[src/rtl/palette_dual_hash_check_defines.svh]
// Assertion helpers shared by the RTL.
// Each use expects signals named clk and rst_n in scope.
`ifndef PALETTE_DUAL_HASH_CHECK_DEFINES_SVH
`define PALETTE_DUAL_HASH_CHECK_DEFINES_SVH

// Property checked on every clock edge outside reset.
`define PDHC_ASSERT(lbl, prop, msg) \
    lbl: assert property (@(posedge clk) disable iff (!rst_n) prop) \
        else $error(msg);

// Condition that must never be seen outside reset.
`define PDHC_NEVER(lbl, cond, msg) \
    lbl: assert property (@(posedge clk) disable iff (!rst_n) !(cond)) \
        else $error(msg);

`endif

[src/rtl/pdhc_pkg.sv]
package pdhc_pkg;

    localparam logic [31:0] CRC_POLY  = 32'hedb8_8320;
    localparam logic [31:0] CRC_INIT  = 32'hffff_ffff;
    localparam logic [31:0] FNV_BASIS = 32'd2166136261;
    localparam logic [31:0] FNV_PRIME = 32'd16777619;

    localparam int unsigned CFG_IDX_W = 2;
    localparam logic [CFG_IDX_W-1:0] REG_EXPECTED_CRC = 2'd0;
    localparam logic [CFG_IDX_W-1:0] REG_EXPECTED_FNV = 2'd1;

    // one queued byte word, tagged with its end-of-stream class
    typedef struct packed {
        logic       last_byte;
        logic [7:0] data_byte;
    } pdhc_item_t;

    // reflected CRC-32, one byte, bitwise form flattens to an XOR network
    function automatic logic [31:0] crc_byte(input logic [31:0] crc_in,
                                             input logic [7:0]  data);
        logic [31:0] c;
        c = crc_in ^ {24'd0, data};
        for (int k = 0; k < 8; k++)
        begin
            c = (c >> 1) ^ (c[0] ? CRC_POLY : 32'd0);
        end
        return c;
    endfunction

    // FNV-1a step, product kept mod 2^32
    function automatic logic [31:0] fnv_byte(input logic [31:0] h,
                                             input logic [7:0]  data);
        logic [31:0] x;
        x = h ^ {24'd0, data};
        return x * FNV_PRIME;
    endfunction

endpackage

[src/rtl/palette_dual_hash_check.sv]
// palette_dual_hash_check: CRC-32 and FNV-1a checksums over a byte stream.
//
// Input channel s_axis_*: one byte per word in tdata[7:0], tlast on the
// final byte of a stream. A stream holds at least one byte.
// Output channel m_axis_*: one word per stream, raised after the last byte:
// tdata[31:0] final CRC-32, tdata[63:32] FNV-1a hash, tuser holds the
// match flags against the expected values.
// Config channel cfg_*: index 0 expected CRC, index 1 expected FNV; other
// indices are dropped. Always ready; write only while the block is idle.
//
// Throughput: one byte per cycle while no held-off result stalls the flow.
// The byte-wide CRC network and the constant FNV multiply sit in one
// back-end stage that retires a byte each cycle it is not stalled. Path:
// input register, queue, hash stage, compare stage, then the result word.
// Reset: hashes return to their initial values, queue and output empty,
// expected values cleared to zero.
// Stall: a held-off result word stays put; bytes keep flowing into the
// hash stage until a further end-of-stream result cannot move, then the
// queue fills and s_axis_tready drops.
`include "palette_dual_hash_check_defines.svh"

module palette_dual_hash_check
    import pdhc_pkg::*;
#(
    parameter int unsigned QUEUE_DEPTH = 4
)
(
    input  logic                 clk,
    input  logic                 rst_n,

    input  logic                 s_axis_tvalid,
    output logic                 s_axis_tready,
    input  logic [7:0]           s_axis_tdata,   // [7:0] data_byte
    input  logic                 s_axis_tlast,   // last_byte

    output logic                 m_axis_tvalid,
    input  logic                 m_axis_tready,
    output logic [63:0]          m_axis_tdata,   // [31:0] crc_value, [63:32] fnv_value
    output logic [2:0]           m_axis_tuser,   // [0] crc_match, [1] fnv_match, [2] both_match

    input  logic                 cfg_valid,
    output logic                 cfg_ready,
    input  logic [CFG_IDX_W-1:0] cfg_index,
    input  logic [31:0]          cfg_data
);

    logic [31:0] exp_crc_reg, exp_crc_next;
    logic [31:0] exp_fnv_reg, exp_fnv_next;

    logic       push, queue_full, queue_ne, pop;
    pdhc_item_t push_item, head_item;

    // configuration registers
    assign cfg_ready = 1'b1;

    always_comb
    begin
        exp_crc_next = exp_crc_reg;
        exp_fnv_next = exp_fnv_reg;
        if (cfg_valid && cfg_ready)
        begin
            unique case (cfg_index)
                REG_EXPECTED_CRC: exp_crc_next = cfg_data;
                REG_EXPECTED_FNV: exp_fnv_next = cfg_data;
                default:          ;
            endcase
        end
    end

    always_ff @(posedge clk or negedge rst_n)
    begin
        if (!rst_n)
        begin
            exp_crc_reg <= '0;
            exp_fnv_reg <= '0;
        end
        else
        begin
            exp_crc_reg <= exp_crc_next;
            exp_fnv_reg <= exp_fnv_next;
        end
    end

    // front: takes bytes, tags end of stream
    pdhc_front u_front
    (
        .clk           (clk),
        .rst_n         (rst_n),
        .s_axis_tvalid (s_axis_tvalid),
        .s_axis_tready (s_axis_tready),
        .s_axis_tdata  (s_axis_tdata),
        .s_axis_tlast  (s_axis_tlast),
        .queue_full    (queue_full),
        .push          (push),
        .push_item     (push_item)
    );

    // decoupling queue
    pdhc_queue #(
        .DEPTH (QUEUE_DEPTH)
    ) u_queue
    (
        .clk       (clk),
        .rst_n     (rst_n),
        .push      (push),
        .push_item (push_item),
        .pop       (pop),
        .head_item (head_item),
        .not_empty (queue_ne),
        .full      (queue_full)
    );

    // back: hashing, compare, result word
    pdhc_back u_back
    (
        .clk           (clk),
        .rst_n         (rst_n),
        .item          (head_item),
        .item_valid    (queue_ne),
        .item_pop      (pop),
        .expected_crc  (exp_crc_reg),
        .expected_fnv  (exp_fnv_reg),
        .m_axis_tvalid (m_axis_tvalid),
        .m_axis_tready (m_axis_tready),
        .m_axis_tdata  (m_axis_tdata),
        .m_axis_tuser  (m_axis_tuser)
    );

    // front must never write into a full queue, back never pops an empty one
    `PDHC_NEVER(a_no_overflow, push && queue_full, "push into full queue")
    `PDHC_NEVER(a_no_underflow, pop && !queue_ne, "pop from empty queue")

endmodule

[src/rtl/pdhc_front.sv]
module pdhc_front
    import pdhc_pkg::*;
(
    input  logic       clk,
    input  logic       rst_n,
    input  logic       s_axis_tvalid,
    output logic       s_axis_tready,
    input  logic [7:0] s_axis_tdata,   // [7:0] data_byte
    input  logic       s_axis_tlast,   // last_byte
    input  logic       queue_full,
    output logic       push,
    output pdhc_item_t push_item
);

    logic       hold_valid_reg, hold_valid_next;
    pdhc_item_t hold_item_reg, hold_item_next;
    logic       accept;

    assign push          = hold_valid_reg && !queue_full;
    assign s_axis_tready = !hold_valid_reg || !queue_full;
    assign accept        = s_axis_tvalid && s_axis_tready;
    assign push_item     = hold_item_reg;

    always_comb
    begin
        hold_valid_next = accept ? 1'b1 : (push ? 1'b0 : hold_valid_reg);
        hold_item_next  = hold_item_reg;
        if (accept)
        begin
            hold_item_next.data_byte = s_axis_tdata;
            hold_item_next.last_byte = s_axis_tlast;
        end
    end

    always_ff @(posedge clk or negedge rst_n)
    begin
        if (!rst_n)
            hold_valid_reg <= 1'b0;
        else
            hold_valid_reg <= hold_valid_next;
    end

    always_ff @(posedge clk)
    begin
        hold_item_reg <= hold_item_next;
    end

endmodule

[src/rtl/pdhc_queue.sv]
`include "palette_dual_hash_check_defines.svh"

module pdhc_queue
    import pdhc_pkg::*;
#(
    parameter int unsigned DEPTH = 4
)
(
    input  logic       clk,
    input  logic       rst_n,
    input  logic       push,
    input  pdhc_item_t push_item,
    input  logic       pop,
    output pdhc_item_t head_item,
    output logic       not_empty,
    output logic       full
);

    localparam int unsigned PTR_W = (DEPTH > 1) ? $clog2(DEPTH) : 1;
    localparam int unsigned CNT_W = $clog2(DEPTH + 1);
    localparam logic [PTR_W-1:0] PTR_LAST = PTR_W'(DEPTH - 1);
    localparam logic [CNT_W-1:0] CNT_FULL = CNT_W'(DEPTH);

    pdhc_item_t       slot_reg [DEPTH];
    logic [PTR_W-1:0] wr_ptr_reg, wr_ptr_next;
    logic [PTR_W-1:0] rd_ptr_reg, rd_ptr_next;
    logic [CNT_W-1:0] count_reg, count_next;
    logic             wr_en, rd_en;

    assign full      = (count_reg == CNT_FULL);
    assign not_empty = (count_reg != '0);
    assign wr_en     = push && !full;
    assign rd_en     = pop && not_empty;
    assign head_item = slot_reg[rd_ptr_reg];

    always_comb
    begin
        wr_ptr_next = wr_ptr_reg;
        rd_ptr_next = rd_ptr_reg;
        count_next  = count_reg;
        if (wr_en)
            wr_ptr_next = (wr_ptr_reg == PTR_LAST) ? '0 : wr_ptr_reg + 1'b1;
        if (rd_en)
            rd_ptr_next = (rd_ptr_reg == PTR_LAST) ? '0 : rd_ptr_reg + 1'b1;
        if (wr_en && !rd_en)
            count_next = count_reg + 1'b1;
        else if (rd_en && !wr_en)
            count_next = count_reg - 1'b1;
    end

    always_ff @(posedge clk or negedge rst_n)
    begin
        if (!rst_n)
        begin
            wr_ptr_reg <= '0;
            rd_ptr_reg <= '0;
            count_reg  <= '0;
        end
        else
        begin
            wr_ptr_reg <= wr_ptr_next;
            rd_ptr_reg <= rd_ptr_next;
            count_reg  <= count_next;
        end
    end

    always_ff @(posedge clk)
    begin
        if (wr_en)
            slot_reg[wr_ptr_reg] <= push_item;
    end

    // occupancy tracks the pointers
    `PDHC_ASSERT(a_cnt_up, wr_en && !rd_en |=> count_reg == $past(count_reg) + 1'b1, "queue count did not rise on write")
    `PDHC_NEVER(a_cnt_range, count_reg > CNT_FULL, "queue count above depth")

endmodule

[src/rtl/pdhc_back.sv]
`include "palette_dual_hash_check_defines.svh"

module pdhc_back
    import pdhc_pkg::*;
(
    input  logic        clk,
    input  logic        rst_n,
    input  pdhc_item_t  item,
    input  logic        item_valid,
    output logic        item_pop,
    input  logic [31:0] expected_crc,
    input  logic [31:0] expected_fnv,
    output logic        m_axis_tvalid,
    input  logic        m_axis_tready,
    output logic [63:0] m_axis_tdata,   // [31:0] crc_value, [63:32] fnv_value
    output logic [2:0]  m_axis_tuser    // [0] crc_match, [1] fnv_match, [2] both_match
);

    // running hashes
    logic [31:0] crc_reg, crc_next;
    logic [31:0] fnv_reg, fnv_next;
    logic [31:0] crc_step, fnv_step;

    // finished hashes awaiting compare
    logic        res_valid_reg, res_valid_next;
    logic [31:0] res_crc_reg, res_crc_next;
    logic [31:0] res_fnv_reg, res_fnv_next;

    // output word
    logic        out_valid_reg, out_valid_next;
    logic [63:0] out_data_reg, out_data_next;
    logic [2:0]  out_user_reg, out_user_next;

    logic out_load, res_adv, res_free, crc_hit, fnv_hit;

    assign out_load = !out_valid_reg || m_axis_tready;
    assign res_adv  = res_valid_reg && out_load;
    assign res_free = !res_valid_reg || out_load;
    assign item_pop = item_valid && res_free;

    assign crc_step = crc_byte(crc_reg, item.data_byte);
    assign fnv_step = fnv_byte(fnv_reg, item.data_byte);

    assign crc_hit = (res_crc_reg == expected_crc);
    assign fnv_hit = (res_fnv_reg == expected_fnv);

    always_comb
    begin
        crc_next       = crc_reg;
        fnv_next       = fnv_reg;
        res_valid_next = res_adv ? 1'b0 : res_valid_reg;
        res_crc_next   = res_crc_reg;
        res_fnv_next   = res_fnv_reg;
        if (item_pop)
        begin
            if (item.last_byte)
            begin
                crc_next       = CRC_INIT;
                fnv_next       = FNV_BASIS;
                res_valid_next = 1'b1;
                res_crc_next   = ~crc_step;
                res_fnv_next   = fnv_step;
            end
            else
            begin
                crc_next = crc_step;
                fnv_next = fnv_step;
            end
        end
    end

    always_comb
    begin
        out_valid_next = res_adv ? 1'b1 : (m_axis_tready ? 1'b0 : out_valid_reg);
        out_data_next  = out_data_reg;
        out_user_next  = out_user_reg;
        if (res_adv)
        begin
            out_data_next = {res_fnv_reg, res_crc_reg};
            out_user_next = {crc_hit & fnv_hit, fnv_hit, crc_hit};
        end
    end

    always_ff @(posedge clk or negedge rst_n)
    begin
        if (!rst_n)
        begin
            crc_reg       <= CRC_INIT;
            fnv_reg       <= FNV_BASIS;
            res_valid_reg <= 1'b0;
            out_valid_reg <= 1'b0;
        end
        else
        begin
            crc_reg       <= crc_next;
            fnv_reg       <= fnv_next;
            res_valid_reg <= res_valid_next;
            out_valid_reg <= out_valid_next;
        end
    end

    always_ff @(posedge clk)
    begin
        res_crc_reg  <= res_crc_next;
        res_fnv_reg  <= res_fnv_next;
        out_data_reg <= out_data_next;
        out_user_reg <= out_user_next;
    end

    assign m_axis_tvalid = out_valid_reg;
    assign m_axis_tdata  = out_data_reg;
    assign m_axis_tuser  = out_user_reg;

    // hashes restart after each end-of-stream byte
    `PDHC_ASSERT(a_restart, item_pop && item.last_byte |=> crc_reg == CRC_INIT && fnv_reg == FNV_BASIS, "hashes not restarted after last byte")

endmodule

[config.mk]
export PLATFORM = sky130hd
export DESIGN_NAME = palette_dual_hash_check
export DESIGN_NICKNAME = d
export VERILOG_FILES = /design/src/rtl/pdhc_pkg.sv /design/src/rtl/palette_dual_hash_check.sv /design/src/rtl/pdhc_front.sv /design/src/rtl/pdhc_queue.sv /design/src/rtl/pdhc_back.sv
export VERILOG_INCLUDE_DIRS = /design/src /design/src/rtl
export SDC_FILE = /design/constraint.sdc
export NUM_CORES = 1
export LEC_CHECK = 0
export BUFFER_PORTS_ARGS = -buffer_cell sky130_fd_sc_hd__buf_2
export CORE_MARGIN = 2
export CORE_UTILIZATION = 44
export CTS_BUF_LIST = sky130_fd_sc_hd__clkbuf_4
export CTS_CLUSTER_SIZE = 28
export DETAILED_ROUTE_END_ITERATION = 7
export PLACE_DENSITY = 0.72
export SKIP_CTS_REPAIR_TIMING = 1
export SLEW_MARGIN = 20
export SYNTH_ARGS = -nofsm -noshare
export SYNTH_HDL_FRONTEND = slang
export SYNTH_SLANG_ARGS = --single-unit
[constraint.sdc]
create_clock -name clk -period 10.4 [get_ports clk]
set_input_delay 1.04 -clock clk [delete_from_list [all_inputs] [get_ports clk]]
set_output_delay 1.04 -clock clk [all_outputs]
set_load 0.005 [all_outputs]
==> impl_metrics.yaml, run 1 <==
synth:
  netlist_area_um2: 18100
  synth_top_area_cell: "edfxtp_1"
  synthSimpleGateAreaFrac: 0.0413
  synth.area.mux_share: 0.0540
  synth_flop_cell: "edfxtp_1"
  synthAdderAreaFrac: 0.215
  synth_xor_xnor_area_share: 0.105
  synth_compound_area_frac: 0.0520
  synth-edff-count: 176
  yosys_warnings: 0
  ys_ff_latch: 314
  ys_types: 60
  synth_top_area_frac: 0.293
  netlist_instances: 1369
  synth_common_cells: "190 x ha_1, 190 x inv_1, 176 x edfxtp_1"
  yosys-top-cells-area: "edfxtp_1 29%, ha_1 13%, dfrtp_1 13%"
  async_flop_share: 0.439
  synth_top_family_by_area: "adder cells"
  syn-num-nets: 1682
  syn-mean-instance-area_um2: 13.2
  ys_seq_area_frac: 0.487
sta:
  hold_violations: 0
  tightest_slew_ps: 998
  tns_ps: 0
  setup_viol: 0
  final_max_slew_viol_count: 0
  worst_slack_ps: 3330
  fin_worst_skew_ps: 64.7
  rsz0062_at_grt: "no"
  max_slew_margin: 0.335
  min_period_ps: 7070
  fmaxAchievable_mhz: 141
  fin_crit_sh: 0.680
drt:
  antenna_left: 0
  routed_wl_mm: 42.3
  drc_errors: 0
  num_vias: 11100
  first_pass_iters: 7
  wire_per_inst_um: 19.7
  viasPerCell: 5.16
  drtIter0Drc: 746
setup_path:
  cp_max_fo: 14
  crit_chain: "mux2i_1 > mux2_2 > xor2_1 > inv_1 > ha_1 > ha_1 > fa_1 > ha_1 > fa_1 > ha_1 > inv_1 > fa_1 > inv_1 > ha_1 > a21oi_1 > a21oi_1 > a311o_1 > or2_2 > a31oi_1 > o21ai_0 > xor2_1"
  critPathMostFrequentCell: "ha_1"
  cp-end-kind: "flop"
  crit_type: "flop to flop"
  crit_arrival_ps: 7520
  crit_path_top_delay_cell: "dfrtp_1"
  crit_family: "adder cells"
  crit_required_ps: 10850
  cp-start-kind: "flop"
  crit_buf_inv: 3
  cpPeakStageDelay_ps: 800
clocking:
  clock_path_buffers: 3
  cts-root-buf: "clkbuf_4"
  path_clk_slew_ps: 70
  htreeDepth: 3
  clk_latency_ps: 740
  cts_made_buffers: 79
  cts.sinks: 314
  cts_tree: "yes"
layout:
  largest_register_ffs: 64
  area_delta_synth_final_pct: 12.7
  final_core_util: 0.501
  drive_above_1_share: 0.245
  nets: 1860
floorplan:
  fp.dieW_um: 207
  start_util: 0.444
  die-area_um2: 42700
  core_um2: 40600
  die_h_um: 207
  io_pins: 118
  rows: 74
global_route:
  grt_pass1_vias: 11400
  grt_overflow_total: 0
  grt_usage: 0.202
  grt_pass1_wl_mm: 64.3
  grt_start_max_net_pins: 88
  antenna_found_initial: 3
placement:
  dp_slack_ps: 3380
  io_buffers: 116
  place.gp.congestion: 0.884
  place_hpwl_mm: 31.6
worst_hold_path:
  min_path_type: "input pin to asynchronous set/reset pin"
run:
  drv_cap: 0
status:
  status: "finished, final reports clean"
routing by layer:
layer | global-route usage | part of all wire
met1 | 0.284 | 0.45
met2 | 0.312 | 0.46
met3 | 0.0484 | 0.072
met4 | 0.0589 | 0.020
met5 | 0 | 0.00043
worst register-to-register path, delay by kind of cell (launching register included):
family | cells | cell delay [ps]
fa+ha+maj | 8 | 2820
compound gates | 5 | 1230
flops | 1 | 800
xor+xnor | 2 | 740
mux | 2 | 540
simple gates | 1 | 340
buf+inv | 3 | 320
final timing paths:
kind,from,endpoint,slack [ps],cells after the start
max,u_queue.rd_ptr_reg[0],u_back.res_fnv_reg[22],3330,21
min,rst_n,exp_crc_reg[29],400,1
max reg2reg,u_queue.rd_ptr_reg[0],u_back.res_fnv_reg[22],3330,21
min reg2reg,u_back.res_crc_reg[28],u_back.m_axis_tdata[28],470,0
max in group asynchronous,rst_n,u_queue.rd_ptr_reg[1],8670,2
min in group clk,u_back.res_crc_reg[28],u_back.m_axis_tdata[28],470,0
placed cells by master (no fill, tap or decap), drive strengths merged, types with 55 or more instances in the layout:
cell / n
inv: 193
ha: 190
edfxtp: 176
buf: 124
clkbuf: 119
xor2: 117
dfrtp: 92
xnor2: 76
fa: 75
mux2: 67
a21oi: 55
cell families (layout without fill, tap and decap cells):
group           Yosys count  in the layout
fa+ha+maj               265            265
mux                      80             80
compound gates          147            147
buf+inv                 218            463
xor+xnor                193            193
flops                   314            314
simple gates            151            151
other cells               1              2
cell type report:
cell class                 instances  area [um^2]
timing repair buffer             124          647
fill                            3483        20300
antenna                            1         2.50
tap                              532          666
clock inverter                    29          174
inverter                         191          717
multi-input combinational        837         8450
sequential                       314         8800
clock buffer                     119          893
metrics by stage:
step	hold slack, ps	instance area [um^2]	instances
3_3_place_gp	457	19300	1998
3_5_place_dp	457	19300	1998
4_1_cts	397	20300	2146
5_1_grt	442	20300	2147
6_report	398	20300	2147
2_1_floorplan	447	18100	1369
Power of run 1 is not shown: default switching activity piles up to over one toggle a cycle in this logic, so the estimate is an artifact.
==> inputs of run 2 (changes only) <==
==> constraint.sdc (replaced) <==
create_clock -name clk -period 7.26 [get_ports clk]
set_input_delay 0.726 -clock clk [delete_from_list [all_inputs] [get_ports clk]]
set_output_delay 0.726 -clock clk [all_outputs]
set_load 0.005 [all_outputs]
==> run 2 against run 1 <==
Wire length up 2.1%. Setup slack worse by 3000 ps. Sequential share of layout area about the same. Design area about the same. Core utilization about the same. Clock-buffer cell count up 2. Critical path depth down 3. Maximum frequency up 2.4%. Non-clock buffer count up 1. Global-route usage up 0.48 points. Critical path type unchanged. Largest cell class unchanged.
==> impl_metrics.yaml, run 2 (synthesized netlist as in run 1, its figures left out) <==
setup_path:
  cp-end-kind: "flop"
  cp_max_fo: 14
  crit_required_ps: 7860
  crit_type: "flop to flop"
  reg2reg_from: "u_queue.rd_ptr_reg[0]"
  reg2reg_slack_ps: 350
  reg2reg_to: "u_back.fnv_reg[25]"
  cp-start-kind: "flop"
  r2r.worst_path.cells: 18
  crit_arrival_ps: 7500
drt:
  viasPerCell: 5.18
  drc_errors: 0
  first_pass_iters: 6
  num_vias: 11100
  wire_per_inst_um: 20.1
  antenna_left: 0
  drtIter0Drc: 976
  routed_wl_mm: 43.2
sta:
  fin_crit_sh: 0.951
  hold_violations: 0
  max_slew_margin: 0.332
  tightest_slew_ps: 1000
  fin_worst_skew_ps: 41.7
  final_max_slew_viol_count: 0
  setup_viol: 0
  fmaxAchievable_mhz: 145
  tns_ps: 0
  rsz0062_at_grt: "no"
  min_period_ps: 6910
floorplan:
  fp.dieW_um: 207
  die_h_um: 207
  rows: 74
  die-area_um2: 42700
  start_util: 0.444
  core_um2: 40600
  io_pins: 118
global_route:
  grt_start_max_net_pins: 76
  grt_pass1_wl_mm: 65.9
  busiest_layer: "met2"
  met2_usage: 0.320
  grt_usage: 0.207
  use_met1: 0.290
  antenna_found_initial: 1
  grt_overflow_total: 0
  met3_usage: 0.0498
  grt_pass1_vias: 11500
worst_hold_path:
  min_path_type: "input pin to asynchronous set/reset pin"
layout:
  layout_commonest_cell: "ha_1"
  final_cell_mix: "190 x ha_1, 189 x inv_1, 176 x edfxtp_1"
  drive_above_1_share: 0.245
  nets: 1859
  nFillCells: 3478
  largest_register_ffs: 64
  area_delta_synth_final_pct: 12.6
placement:
  place_hpwl_mm: 32.5
  place.gp.congestion: 0.899
  io_buffers: 116
clocking:
  cts_made_buffers: 77
  cts-root-buf: "clkbuf_4"
  cts.sinks: 314
  path_clk_slew_ps: 70
  clk_latency_ps: 710
  clock_path_buffers: 3
  htreeDepth: 3
  cts_tree: "yes"
run:
  drv_cap: 0
status:
  status: "finished, final reports clean"
==> run 2: cell types whose count changed in the layout (fill, tap and decap cells not counted) <==
cell | previous run | this run
clkinv_4 | 0 | 1
clkinv_1 | 19 | 15
buf_4 | 8 | 9
inv_2 | 3 | 2
clkbuf_4 | 119 | 121
clkinv_2 | 6 | 3
inv_6 | 1 | 0
==> run 2: final cells by class <==
| type | count | area [um^2] | share of cell area |
|---|---|---|---|
| well taps | 532 | 666 | 0.0327 |
| inverters | 191 | 717 | 0.0353 |
| multi-input cells | 837 | 8450 | 0.416 |
| flip-flops and latches | 314 | 8800 | 0.433 |
| clock buffers | 121 | 908 | 0.0447 |
| repair buffers | 125 | 654 | 0.0322 |
| diodes | 1 | 2.50 | 0.000123 |
| clock inverters | 21 | 140 | 0.00689 |
==> run 2: worst max-delay path, stage by stage, from the launching register on <==
cell and delay (ps):
dfrtp_1 790, mux4_2 700, xor2_1 560, ha_1 350, ha_1 310, fa_1 440, ha_1 220, fa_1 430
ha_1 280, inv_1 40, fa_1 470, inv_1 40, ha_1 390, nand4_1 150, or4bb_1 610, a211oi_1 460
o21ai_0 200, xnor2_1 180, a22o_1 190
==> run 2: stage by stage <==
step                instance area (um^2)   util  hold slack [ps]  cells  setup slack (ps)
floorplan                          18100      -              430   1369              1220
global route                       20300  0.500             32.0   2142              11.1
finish                             20300  0.500             24.3   2142               353
CTS                                20300  0.500             16.4   2141               427
detailed placement                 19300  0.474              457   1999               423
global placement                   19300  0.474              459   1999               536
==> run 2: how the worst max path moves through the flow <==
stage                               start                endpoint  slack, ps  depth (start not counted)
floorplan           u_queue.rd_ptr_reg[0]  u_back.res_fnv_reg[22]       1220                         20
global placement    u_queue.rd_ptr_reg[0]      u_back.fnv_reg[25]        540                         18
detailed placement  u_queue.rd_ptr_reg[0]      u_back.fnv_reg[25]        420                         18
CTS                 u_queue.rd_ptr_reg[0]      u_back.fnv_reg[25]        430                         18
global route        u_queue.rd_ptr_reg[0]      u_back.fnv_reg[25]         10                         18
finish              u_queue.rd_ptr_reg[0]      u_back.fnv_reg[25]        350                         18
==> run 2: metal layers <==
| metal | up-vias | part of all wire |
|---|---|---|
| met2 | 373 | 0.46 |
| li1 | 5111 | - |
| met4 | 0 | 0.022 |
| met3 | 74 | 0.069 |
| met1 | 5539 | 0.45 |
| met5 | - | 0 |
Power of run 2 is left out for the same reason.
